<file path="src/cbc_pkg.sv">
// Shared constants, types and helpers for the color blob centroid block.
`timescale 1ns / 1ps
package cbc_pkg;

  localparam int CoordBits   = 12;
  localparam int MaxDim      = 1 << CoordBits;
  localparam int DimRegBits  = 13;
  localparam int ColorBits   = 24;
  localparam int SumBits     = 3 * CoordBits;
  localparam int CountBits   = 2 * CoordBits + 1;
  localparam int CenterBits  = CoordBits + 1;
  localparam int StepBits    = $clog2(CoordBits + 1);
  localparam int CfgIdxBits  = 2;
  localparam int CfgDataBits = (ColorBits > DimRegBits) ? ColorBits : DimRegBits;
  localparam int QueueDepth  = 2;
  localparam int QueuePtrBits = $clog2(QueueDepth);

  localparam logic [CfgIdxBits-1:0] CfgImageWidth  = CfgIdxBits'(0);
  localparam logic [CfgIdxBits-1:0] CfgImageHeight = CfgIdxBits'(1);
  localparam logic [CfgIdxBits-1:0] CfgTargetColor = CfgIdxBits'(2);

  localparam logic [DimRegBits-1:0] WidthReset  = DimRegBits'(640);
  localparam logic [DimRegBits-1:0] HeightReset = DimRegBits'(480);

  // Accumulated totals of one finished frame
  typedef struct packed {
    logic [SumBits-1:0]   sum_x;
    logic [SumBits-1:0]   sum_y;
    logic [CountBits-1:0] count;
    logic [CoordBits-1:0] rightmost;
  } frame_t;

  // Last valid coordinate for a dimension register: 0 counts as 1, oversize clamps
  function automatic logic [CoordBits-1:0] last_index(input logic [DimRegBits-1:0] dim);
    logic [CoordBits-1:0] res;
    if (dim == '0) begin
      res = '0;
    end else if (int'(dim) > MaxDim) begin
      res = CoordBits'(MaxDim - 1);
    end else begin
      res = CoordBits'(int'(dim) - 1);
    end
    return res;
  endfunction

endpackage

</file>
<file path="src/cbc_front.sv">
// Pixel intake: raster counters, color match and per-frame accumulation.
`timescale 1ns / 1ps
module cbc_front import cbc_pkg::*; (
  input  logic                   clk_i,
  input  logic                   rst_ni,
  input  logic                   cfg_we_i,
  input  logic [CfgIdxBits-1:0]  cfg_idx_i,
  input  logic [CfgDataBits-1:0] cfg_data_i,
  input  logic                   pixel_valid_i,
  output logic                   pixel_ready_o,
  input  logic [ColorBits-1:0]   pixel_color_i,
  output logic                   frame_valid_o,
  input  logic                   frame_ready_i,
  output frame_t                 frame_o
);

  logic [DimRegBits-1:0] width_q, height_q;
  logic [ColorBits-1:0]  target_q;
  logic [CoordBits-1:0]  col_q, col_d, row_q, row_d;
  logic [SumBits-1:0]    sum_x_q, sum_x_d, sum_y_q, sum_y_d;
  logic [CountBits-1:0]  count_q, count_d;
  logic [CoordBits-1:0]  right_q, right_d;
  logic                  accept, match, end_of_row, end_of_frame;

  always_ff @(posedge clk_i or negedge rst_ni) begin
    if (!rst_ni) begin
      width_q  <= WidthReset;
      height_q <= HeightReset;
      target_q <= '0;
    end else if (cfg_we_i) begin
      case (cfg_idx_i)
        CfgImageWidth:  width_q  <= cfg_data_i[DimRegBits-1:0];
        CfgImageHeight: height_q <= cfg_data_i[DimRegBits-1:0];
        CfgTargetColor: target_q <= cfg_data_i[ColorBits-1:0];
        default: ;
      endcase
    end
  end

  // A frame end pushes a record, so hold off intake while the queue is full
  assign pixel_ready_o = frame_ready_i;
  assign accept        = pixel_valid_i && pixel_ready_o;
  assign match         = (pixel_color_i == target_q);
  assign end_of_row    = (col_q >= last_index(width_q));
  assign end_of_frame  = end_of_row && (row_q >= last_index(height_q));

  always_comb begin
    sum_x_d = sum_x_q;
    sum_y_d = sum_y_q;
    count_d = count_q;
    right_d = right_q;
    if (match) begin
      sum_x_d = sum_x_q + SumBits'(col_q);
      sum_y_d = sum_y_q + SumBits'(row_q);
      count_d = count_q + CountBits'(1);
      if (count_q == '0 || col_q > right_q) begin
        right_d = col_q;
      end
    end
    col_d = col_q + CoordBits'(1);
    row_d = row_q;
    if (end_of_row) begin
      col_d = '0;
      row_d = row_q + CoordBits'(1);
    end
  end

  assign frame_valid_o   = accept && end_of_frame;
  assign frame_o.sum_x     = sum_x_d;
  assign frame_o.sum_y     = sum_y_d;
  assign frame_o.count     = count_d;
  assign frame_o.rightmost = right_d;

  always_ff @(posedge clk_i or negedge rst_ni) begin
    if (!rst_ni) begin
      col_q   <= '0;
      row_q   <= '0;
      sum_x_q <= '0;
      sum_y_q <= '0;
      count_q <= '0;
      right_q <= '0;
    end else if (accept) begin
      if (end_of_frame) begin
        col_q   <= '0;
        row_q   <= '0;
        sum_x_q <= '0;
        sum_y_q <= '0;
        count_q <= '0;
        right_q <= '0;
      end else begin
        col_q   <= col_d;
        row_q   <= row_d;
        sum_x_q <= sum_x_d;
        sum_y_q <= sum_y_d;
        count_q <= count_d;
        right_q <= right_d;
      end
    end
  end

endmodule

</file>
<file path="src/cbc_queue.sv">
// Short frame-record queue between intake and the divider.
`timescale 1ns / 1ps
module cbc_queue import cbc_pkg::*; (
  input  logic   clk_i,
  input  logic   rst_ni,
  input  logic   push_i,
  output logic   not_full_o,
  input  frame_t data_i,
  input  logic   pop_i,
  output logic   not_empty_o,
  output frame_t data_o
);

  frame_t                        entry_q [QueueDepth];
  logic [QueuePtrBits-1:0]       wr_ptr_q, rd_ptr_q;
  logic [QueuePtrBits:0]         fill_q;
  logic                          do_push, do_pop;

  assign not_full_o  = (fill_q != (QueuePtrBits+1)'(QueueDepth));
  assign not_empty_o = (fill_q != '0);
  assign do_push     = push_i && not_full_o;
  assign do_pop      = pop_i && not_empty_o;
  assign data_o      = entry_q[rd_ptr_q];

  always_ff @(posedge clk_i) begin
    if (do_push) begin
      entry_q[wr_ptr_q] <= data_i;
    end
  end

  always_ff @(posedge clk_i or negedge rst_ni) begin
    if (!rst_ni) begin
      wr_ptr_q <= '0;
      rd_ptr_q <= '0;
      fill_q   <= '0;
    end else begin
      if (do_push) begin
        wr_ptr_q <= (int'(wr_ptr_q) == QueueDepth - 1) ? '0 : wr_ptr_q + QueuePtrBits'(1);
      end
      if (do_pop) begin
        rd_ptr_q <= (int'(rd_ptr_q) == QueueDepth - 1) ? '0 : rd_ptr_q + QueuePtrBits'(1);
      end
      case ({do_push, do_pop})
        2'b10:   fill_q <= fill_q + (QueuePtrBits+1)'(1);
        2'b01:   fill_q <= fill_q - (QueuePtrBits+1)'(1);
        default: fill_q <= fill_q;
      endcase
    end
  end

endmodule

</file>
<file path="src/cbc_back.sv">
// Centroid divider and result register: one quotient bit per cycle for x and y.
`timescale 1ns / 1ps
module cbc_back import cbc_pkg::*; (
  input  logic                         clk_i,
  input  logic                         rst_ni,
  input  logic                         frame_avail_i,
  output logic                         frame_pop_o,
  input  frame_t                       frame_i,
  output logic                         res_valid_o,
  input  logic                         res_ready_i,
  output logic                         found_o,
  output logic signed [CenterBits-1:0] center_x_o,
  output logic signed [CenterBits-1:0] center_y_o,
  output logic [CoordBits-1:0]         radius_o,
  output logic [CountBits-1:0]         match_total_o
);

  localparam logic StIdle = 1'b0;
  localparam logic StDiv  = 1'b1;

  logic                  state_q, state_d;
  logic [StepBits-1:0]   step_q;
  logic [CountBits-1:0]  div_q;
  logic [CoordBits-1:0]  right_q;
  logic [CountBits-1:0]  rem_x_q, rem_y_q, rem_x_d, rem_y_d;
  logic [CoordBits-1:0]  quo_x_q, quo_y_q, quo_x_d, quo_y_d;
  logic [CountBits:0]    trial_x, trial_y;
  logic                  out_free, start, start_empty, finish;

  logic                         res_valid_q;
  logic                         found_q;
  logic signed [CenterBits-1:0] cx_q, cy_q;
  logic [CoordBits-1:0]         radius_q;
  logic [CountBits-1:0]         total_q;

  assign out_free    = !res_valid_q || res_ready_i;
  // An empty frame needs no division: take it only when the result slot is free
  assign start_empty = (state_q == StIdle) && frame_avail_i && (frame_i.count == '0) && out_free;
  assign start       = (state_q == StIdle) && frame_avail_i && (frame_i.count != '0);
  assign frame_pop_o = start || start_empty;
  assign finish      = (state_q == StDiv) && (int'(step_q) == CoordBits) && out_free;

  // Restoring step: shift the next dividend bit in, subtract when it fits
  assign trial_x = {rem_x_q, quo_x_q[CoordBits-1]};
  assign trial_y = {rem_y_q, quo_y_q[CoordBits-1]};

  always_comb begin
    if (trial_x >= {1'b0, div_q}) begin
      rem_x_d = CountBits'(trial_x - {1'b0, div_q});
      quo_x_d = {quo_x_q[CoordBits-2:0], 1'b1};
    end else begin
      rem_x_d = trial_x[CountBits-1:0];
      quo_x_d = {quo_x_q[CoordBits-2:0], 1'b0};
    end
    if (trial_y >= {1'b0, div_q}) begin
      rem_y_d = CountBits'(trial_y - {1'b0, div_q});
      quo_y_d = {quo_y_q[CoordBits-2:0], 1'b1};
    end else begin
      rem_y_d = trial_y[CountBits-1:0];
      quo_y_d = {quo_y_q[CoordBits-2:0], 1'b0};
    end
  end

  always_comb begin
    state_d = state_q;
    case (state_q)
      StIdle:  if (start) state_d = StDiv;
      StDiv:   if (finish) state_d = StIdle;
      default: state_d = StIdle;
    endcase
  end

  always_ff @(posedge clk_i or negedge rst_ni) begin
    if (!rst_ni) begin
      state_q <= StIdle;
      step_q  <= '0;
    end else begin
      state_q <= state_d;
      if (start) begin
        step_q <= '0;
      end else if (state_q == StDiv && int'(step_q) != CoordBits) begin
        step_q <= step_q + StepBits'(1);
      end
    end
  end

  // The mean never exceeds the largest coordinate, so the upper dividend bits
  // already form the partial remainder and only the low bits need steps
  always_ff @(posedge clk_i) begin
    if (start) begin
      div_q   <= frame_i.count;
      right_q <= frame_i.rightmost;
      rem_x_q <= CountBits'(frame_i.sum_x[SumBits-1:CoordBits]);
      rem_y_q <= CountBits'(frame_i.sum_y[SumBits-1:CoordBits]);
      quo_x_q <= frame_i.sum_x[CoordBits-1:0];
      quo_y_q <= frame_i.sum_y[CoordBits-1:0];
    end else if (state_q == StDiv && int'(step_q) != CoordBits) begin
      rem_x_q <= rem_x_d;
      rem_y_q <= rem_y_d;
      quo_x_q <= quo_x_d;
      quo_y_q <= quo_y_d;
    end
  end

  always_ff @(posedge clk_i or negedge rst_ni) begin
    if (!rst_ni) begin
      res_valid_q <= 1'b0;
    end else if (finish || start_empty) begin
      res_valid_q <= 1'b1;
    end else if (res_ready_i) begin
      res_valid_q <= 1'b0;
    end
  end

  always_ff @(posedge clk_i) begin
    if (finish) begin
      found_q  <= 1'b1;
      cx_q     <= {1'b0, quo_x_q};
      cy_q     <= {1'b0, quo_y_q};
      radius_q <= right_q - quo_x_q;
      total_q  <= div_q;
    end else if (start_empty) begin
      found_q  <= 1'b0;
      cx_q     <= '1;
      cy_q     <= '1;
      radius_q <= '0;
      total_q  <= '0;
    end
  end

  assign res_valid_o   = res_valid_q;
  assign found_o       = found_q;
  assign center_x_o    = cx_q;
  assign center_y_o    = cy_q;
  assign radius_o      = radius_q;
  assign match_total_o = total_q;

endmodule

</file>
<file path="src/color_blob_centroid_core.sv">
// A frame with no match skips the divider and gets its result registered directly;
// any other frame waits for the bit-serial divider to finish.
// Throughput: one pixel per cycle; frames shorter than the divider time stall
// intake once the two-entry frame queue fills.
// Reset: asynchronous active low; counters and sums clear, width 640, height 480, color 0.
`timescale 1ns / 1ps
module color_blob_centroid_core import cbc_pkg::*; (
  input  logic                         clk_i,
  input  logic                         rst_ni,
  input  logic                         cfg_we_i,
  input  logic [CfgIdxBits-1:0]        cfg_idx_i,
  input  logic [CfgDataBits-1:0]       cfg_data_i,
  input  logic                         pixel_valid_i,
  output logic                         pixel_ready_o,
  input  logic [ColorBits-1:0]         pixel_color_i,
  output logic                         res_valid_o,
  input  logic                         res_ready_i,
  output logic                         found_o,
  output logic signed [CenterBits-1:0] center_x_o,
  output logic signed [CenterBits-1:0] center_y_o,
  output logic [CoordBits-1:0]         radius_o,
  output logic [CountBits-1:0]         match_total_o
);

  frame_t push_data, pop_data;
  logic   push, not_full, pop, not_empty;

  cbc_front u_front (
    .clk_i         (clk_i),
    .rst_ni        (rst_ni),
    .cfg_we_i      (cfg_we_i),
    .cfg_idx_i     (cfg_idx_i),
    .cfg_data_i    (cfg_data_i),
    .pixel_valid_i (pixel_valid_i),
    .pixel_ready_o (pixel_ready_o),
    .pixel_color_i (pixel_color_i),
    .frame_valid_o (push),
    .frame_ready_i (not_full),
    .frame_o       (push_data)
  );

  cbc_queue u_queue (
    .clk_i       (clk_i),
    .rst_ni      (rst_ni),
    .push_i      (push),
    .not_full_o  (not_full),
    .data_i      (push_data),
    .pop_i       (pop),
    .not_empty_o (not_empty),
    .data_o      (pop_data)
  );

  cbc_back u_back (
    .clk_i         (clk_i),
    .rst_ni        (rst_ni),
    .frame_avail_i (not_empty),
    .frame_pop_o   (pop),
    .frame_i       (pop_data),
    .res_valid_o   (res_valid_o),
    .res_ready_i   (res_ready_i),
    .found_o       (found_o),
    .center_x_o    (center_x_o),
    .center_y_o    (center_y_o),
    .radius_o      (radius_o),
    .match_total_o (match_total_o)
  );

endmodule

</file>
<file path="config.mk">
export PLATFORM = sky130hd
export DESIGN_NAME = color_blob_centroid_core
export DESIGN_NICKNAME = d
export VERILOG_FILES = /design/src/cbc_pkg.sv /design/src/cbc_front.sv /design/src/cbc_queue.sv /design/src/cbc_back.sv /design/src/color_blob_centroid_core.sv
export SDC_FILE = /design/constraint.sdc
export NUM_CORES = 1
export LEC_CHECK = 0
export BUFFER_PORTS_ARGS = -buffer_cell sky130_fd_sc_hd__buf_2
export CAP_MARGIN = 40
export CORE_ASPECT_RATIO = 0.9
export CORE_MARGIN = 3
export CORE_UTILIZATION = 61
export CTS_CLUSTER_SIZE = 8
export DETAILED_ROUTE_END_ITERATION = 12
export PLACE_DENSITY = 0.85
export SLEW_MARGIN = 5
export SYNTH_ARGS = -nofsm -noshare
export SYNTH_HDL_FRONTEND = slang
export SYNTH_SLANG_ARGS = --single-unit
</file>
<file path="constraint.sdc">
create_clock -name clk_i -period 16.5 [get_ports clk_i]
set_clock_uncertainty 0.2 [all_clocks]
set_input_delay 1.65 -clock clk_i [delete_from_list [all_inputs] [get_ports clk_i]]
set_output_delay 1.65 -clock clk_i [all_outputs]
set_load 0.05 [all_outputs]
</file>
# Word-level counts from Yosys, hierarchy flattened
# Memory sizes are Yosys's and may differ from the RTL's.
# Cells that the tools add are included.
word_totals:
  regBits: 367
  ram_bits: 218
  output_inout_bits: 66
  word_cells: 142
  memories: 1
op_classes:
  n_addsub: 15
  order_cmp: 7
  n_eq_ne: 8
  mux: 48
  bitwise_logic: 1
  reduce_logical: 33
memory_table:
  columns: ["memory", "words", "word_bits", "read_ports", "rd_ports_with_merged_regs", "write_ports", "line", "source"]
  rows:
  - ["u_queue.entry_q", 2, 109, 1, 0, 1, "cbc_queue.sv:14", "frame_t entry_q [QueueDepth];"]
ops:
  columns: ["cell", "count"]
  rows:
  - ["12-bit 2-to-1 mux", 20]
  - ["25-bit 2-to-1 mux", 6]
  - ["36-bit 2-to-1 mux", 4]
  - ["24-bit 2-to-1 mux", 4]
  - ["36-bit by 12-bit adder with 36-bit output", 2]
  - ["26-bit by 25-bit greater-or-equal comparator with 1-bit output", 2]
  - ["25-bit logical NOT", 2]
  - ["25-bit subtractor", 2]
  - ["13-bit > comparator (second input constant)", 2]
  - ["13-bit logical NOT", 2]
  - ["25-bit by 1-bit adder with 25-bit output (second input constant)", 1]
  - ["25-bit nonzero test", 1]
  - ["12-bit by 1-bit adder with 12-bit output (second input constant)", 2]
  - ["24-bit equality test", 1]
  - ["12-bit greater-or-equal comparator", 2]
  - ["12-bit by 1-bit subtractor with 12-bit output (second input constant)", 2]
  - ["12-bit > comparator", 1]
  - ["1-bit logical AND", 12]
  - ["2-bit nonzero test", 6]
  - ["12-bit subtractor", 1]
  - ["1-bit 2-to-1 mux", 10]
  - ["4-bit 2-to-1 mux", 2]
  - ["2-bit AND reduction", 4]
  - ["4-bit by 1-bit adder with 4-bit output (second input constant)", 1]
  - ["other kinds (14)", 20]

# Logic depth before layout (Yosys ltp)
logic_depth:
  ltp_word: 9
  ltp_mapped: 22

# By module
# From an unflattened synthesis, not the netlist that was laid out.
unflattened:
  hier_cells: 2806
  hier_area_um2: 31242.5
modules_own_cells:
  columns: ["mod", "n_inst", "cells_per_inst", "area_each_um2", "seq_area_each_um2"]
  rows:
  - ["cbc_front", 1, 1412, 12618.4, 4586.9]
  - ["cbc_back", 1, 1038, 10526.3, 5335.1]
  - ["cbc_queue", 1, 356, 8097.8, 6646.4]

# Worst setup path before layout
# No wires, ideal clock.
synth_timing:
  kind: "reg-to-reg"
  start: "reg u_front.width_q[2]"
  end: "mem u_queue.entry_q[0][0] (netlist name), enable pin"
  setup_ps: 578
  arrival_ps: 7913
  slack_ps: 7810
  path_stages_with_launch: 18
  n_path_buf: 2
  period_less_slack_ps: 8690
  path_cell_list: "dfrtp_1 nor3_1 nand3b_1 nand2b_1 or3_1 clkbuf_1 or2_1 a22o_1 a21oi_1 ha_1 nand4_1 o31a_1 o21ai_1 a31oi_1 clkbuf_1 nor2_1 inv_1 nor2_1"
synth_via:
  elab_chain_cells: 9
  elab_cells_between_ends: 11
  classes_between: "add/sub (1); order compare (2); mux (4); reduce/logical (4)"
synth_rtl:
  columns: ["item", "line", "source"]
  rows:
  - ["start, declared", "cbc_front.sv:17", "logic [DimRegBits-1:0] width_q, height_q;"]
  - ["start signal, assigned", "cbc_front.sv:27", "width_q <= WidthReset;"]
  - ["start signal, assigned", "cbc_front.sv:32", "CfgImageWidth: width_q <= cfg_data_i[DimRegBits-1:0];"]
  - ["12-bit by 1-bit subtractor with 12-bit output or 13-bit > comparator (tied branches)", "cbc_pkg.sv:41, cbc_pkg.sv:38", null]
  - ["12-bit 2-to-1 mux", "cbc_pkg.sv:38", "end else if (int'(dim) > MaxDim) begin"]
  - ["12-bit 2-to-1 mux (*)", "cbc_pkg.sv:36", "if (dim == '0) begin"]
  - ["12-bit greater-or-equal comparator (*)", "cbc_front.sv:44", "assign end_of_row = (col_q >= last_index(width_q));"]
  - ["1-bit logical AND (*)", "cbc_front.sv:45", "assign end_of_frame = end_of_row && (row_q >= last_index(height_q));"]
  - ["1-bit logical AND (*)", "cbc_front.sv:68", "assign frame_valid_o = accept && end_of_frame;"]
  - ["1-bit logical AND (*)", "cbc_queue.sv:21", "assign do_push = push_i && not_full_o;"]
  - ["1-bit 2-to-1 mux (*)", "cbc_queue.sv:26", "if (do_push) begin"]
  - ["1-bit 2-to-1 mux (implied by the code) (*)", "cbc_queue.sv:27", "entry_q[wr_ptr_q] <= data_i;"]
  - ["end, declared", "cbc_queue.sv:14", null]
# Mark *: on every way between the ends. The rest lies on a longest branch, timed or not.

# Final worst setup path
layout_timing:
  start: "reg u_front.width_q[2]"
  end: "mem u_queue.entry_q[1][70] (netlist name), enable pin"
# The elaborated chain is that of the path after synthesis.

==> impl_metrics.csv <==
group,metric,value,unit
status,status,"completed",
yosys,synth_area_leaders,"edfxtp_1 (37%), dfrtp_1 (15%), ha_1 (5.2%)",
worst_setup_path,path_class,"reg -> reg",
final_layout,nets,3120,
drt,wl_per_cell,23.0,microns
global_routing,overflow,0,
placed_design,dp_cells,3516,
pwr,sw_frac_of_total,37.0,%
placed_design,dpl_worst_slack,10.91,ns
clock_tree,clock_latency,0.65,ns
global_routing,grt_pass1_wl,131000,microns
yosys,synth_nets,3022,
pwr,intPower,3630,uW
clock_tree,clock_path_buffers,3,
worst_setup_path,critPathRequiredTime,16.58,ns
global_routing,grt_pass1_vias,23400,
drt,detail-route-antenna-nets,0,
sta,setup_ws,10.80,ns
yosys,syn_area_per_cell,11.0,sq um
clock_tree,cts_setup_buffers,0,
worst_setup_path,crit_fanout,66,
worst_setup_path,cp_top_family,"simple AND/OR/NAND/NOR gates",
sta,hold_viol,0,
worst_setup_path,critPathBufInv,2,
clock_tree,cts_resized,0,
yosys,synth_seq_cells,585,
die,ios,121,
pwr,p_comb_share,37.0,%
sta,relSlewSlack,40.9,%
sta,fmax,0.175,GHz
sta,period_needed,5.70,ns
global_routing,grt_max_degree,75,
worst_setup_path,cp-end-kind,"register",
die,die_x,244,microns
yosys,yosys.cell_types.count,78,
sta,rsz0062_at_grt,"no",
drt,via_count,24100,
die,dieArea,53700,sq um
sta,fin_crit_sh,34.6,%
clock_tree,cts_hold_buf,0,
drt,wirelength,84000,microns
pwr,ir_worst_vdd,112,uV
yosys,synth_edf_count,388,
clock_tree,cts_tree,"built",
pwr,seq_power_share,35.3,%
clock_tree,htree_levels,3,
yosys,postSynthCellCount,2832,
worst_setup_path,start_kind,"register",
yosys,synth_top_area_cell,"edfxtp_1",
sta,drv_slew,0,
worst_setup_path,worstPathCellList,"nor3_1, nand3b_1, nand2b_1, or3_1, or2_1, a22o_1, a21oi_1, ha_1, nand4_1, o31a_1, o21ai_1, a31o_2, and3_4, buf_4, buf_16",
drt,route.detailed.drc,0,
drt,drtIter0Drc,3535,
global_routing,track_usage,31.0,%
drt,viasPerCell,6.59,
run,maxCapViolCount,0,
clock_tree,cts_sinks,585,
yosys,seq_area_frac_synth,53.3,%
die,start_util,62.6,%
worst_setup_path,arrival,5.79,ns
placed_design,portBuffers,120,
sta,setup_violations,0,
drt,firstDrtPassIters,6,
global_routing,antenna_found_initial,0,
yosys,synth_top_area_share,37.5,%
final_layout,utilization,70.3,%
clock_tree,cts_root_buf,"clkbuf_16",
die,die_y,220,microns
clock_tree,cts_made_buffers,83,
clock_tree,cts.reportedPaths.clkPinSlew,0.05,ns
die,core,49700,sq um
pwr,p_leak,0.0140,uW
pwr,p_switching,2140,uW
placed_design,routabilityCongestion,0.945,
yosys,yosys_most_used_dff,"edfxtp_1",
pwr,power_frac_clock,27.8,%
final_layout,drive_gt1_share,13.6,%
final_layout,syn_to_final_growth,12.3,%
sta,fin_tns_setup,0,ns
worst_setup_path,cpPeakStageDelay,0.64,ns
pwr,totalPowerFinal,5760,uW
die,rows,77,
pwr,cellPowerDensity,165,nW/um^2
placed_design,hpwl,56300,microns
yosys,ys_warn_count,0,
worst_setup_path,cp_slowest_cell,"a31o_2",
sta,tightestPinTransition,0.887,ns
yosys,syn_area,31100,sq um
yosys,async_flop_share,33.0,%
final_layout,finalNonFillerCells,3657,
min_path,hold_class,"reg -> reg",
==> final timing paths <==
path / to / slack, ns / start / cells past startpoint
setup / recovery: u_queue.entry_q[1][70]$_DFFE_PP_ / 10.80 / u_front.width_q[2]$_DFFE_PN0P_ / 15
hold / removal: u_back.found_o$_SDFFE_PP1P_ / 0.24 / u_back.found_o$_SDFFE_PP1P_ / 2
setup reg to reg: u_queue.entry_q[1][70]$_DFFE_PP_ / 10.80 / u_front.width_q[2]$_DFFE_PN0P_ / 15
hold reg to reg: u_back.found_o$_SDFFE_PP1P_ / 0.24 / u_back.found_o$_SDFFE_PP1P_ / 2
max in group asynchronous: u_queue.rd_ptr_q$_DFFE_PN0P_ / 13.83 / rst_ni / 3
min in group asynchronous: u_front.target_q[16]$_DFFE_PN0P_ / 0.84 / rst_ni / 1
==> worst min-delay path: stages (launching register included) <==
cell and delay [ns]:
dfxtp_1 0.30, nand2_1 0.05, nand2_1 0.04
==> sequential cells by signal, indices dropped and copies added (netlist names), 4 cells and up <==
signal	cells
u_front.col_q	12
u_front.right_q	12
u_front.sum_x_q	36
u_front.height_q	13
u_back.quo_x_q	12
u_front.count_q	25
u_back.rem_x_q	25
u_back.center_x_o	12
u_back.div_q	25
u_front.sum_y_q	36
u_back.right_q	12
u_back.center_y_o	13
u_queue.entry_q	218
u_back.rem_y_q	25
u_back.step_q	4
u_back.match_total_o	25
u_back.quo_y_q	12
u_front.width_q	13
u_front.target_q	24
u_back.radius_o	12
u_front.row_q	12
==> synth_stat cells, types with 37 or more instances <==
cell / n
nor2_1: 171
a31oi_1: 52
edfxtp_1: 388
nor3_1: 45
xnor2_1: 74
a21o_1: 45
ha_1: 130
xor2_1: 68
nor2b_1: 50
a211oi_1: 48
or3_1: 37
inv_1: 103
nand3_1: 70
nand4_1: 42
clkbuf_1: 117
o221ai_1: 39
o21ai_0: 120
mux2_2: 115
a21oi_1: 117
nand2_1: 312
mux2i_1: 48
dfrtp_1: 187
==> per-layer routing <==
metal | GRT usage [%] | up-vias | share of wire, % | wire length, microns
li1 | - | 10800 | - | -
met1 | 44.6 | 11700 | 41 | 34100
met2 | 47.4 | 1421 | 45 | 37800
met3 | 6.02 | 235 | 11 | 9030
met4 | 11.6 | 0 | 3.7 | 3080
met5 | 0 | - | 0 | 0
==> metrics by stage <==
stage	hold slack (ns)	cell area [sq um]
after floorplan	0.248	31100
after global placement	0.228	32200
after detailed placement	0.247	32500
after CTS	0.253	34900
after global routing	0.274	34900
final	0.245	34900
==> final cells by class <==
class	count	area (sq um)
sequential	585	16600
fill	3308	14800
multi-input combinational	1998	13600
clock buffer	132	2260
timing repair buffer	159	1040
tap	671	840
inverter	103	387
clock inverter	8	195
antenna	1	2.50
==> layout by cell type, fill, tap and decap left out, types with 48 or more instances in the layout <==
cell / count
edfxtp_1: 388
nand2_1: 310
dfrtp_1: 186
nor2_1: 169
ha_1: 130
o21ai_0: 120
buf_2: 119
a21oi_1: 117
mux2_2: 115
inv_1: 101
clkbuf_16: 83
xnor2_1: 74
nand3_1: 70
xor2_1: 68
a31oi_1: 51
nor2b_1: 50
clkbuf_1: 49
a211oi_1: 48
mux2i_1: 48
==> power by group through the flow <==
stage	logic (uW)	clock network (uW)	registers [uW]
6_report	2130	1600	2030
5_1_grt	2320	1670	2050
4_1_cts	2080	1610	2020
3_5_place_dp	2050	0	2050
3_3_place_gp	1930	0	2060
2_1_floorplan	1530	0	2010
==> cells by family (layout without fill, tap and decap cells) <==
family	after synthesis	count (layout)	share of synthesized area, %
other cells	0	1	0
compound gates	643	643	14.0
simple gates	914	914	14.3
xor+xnor	142	142	4.00
fa+ha+maj	136	136	5.58
buf+inv	249	402	3.07
mux	163	163	5.71
flops	585	585	53.3
Note: power is estimated with default switching activity, not from simulation.
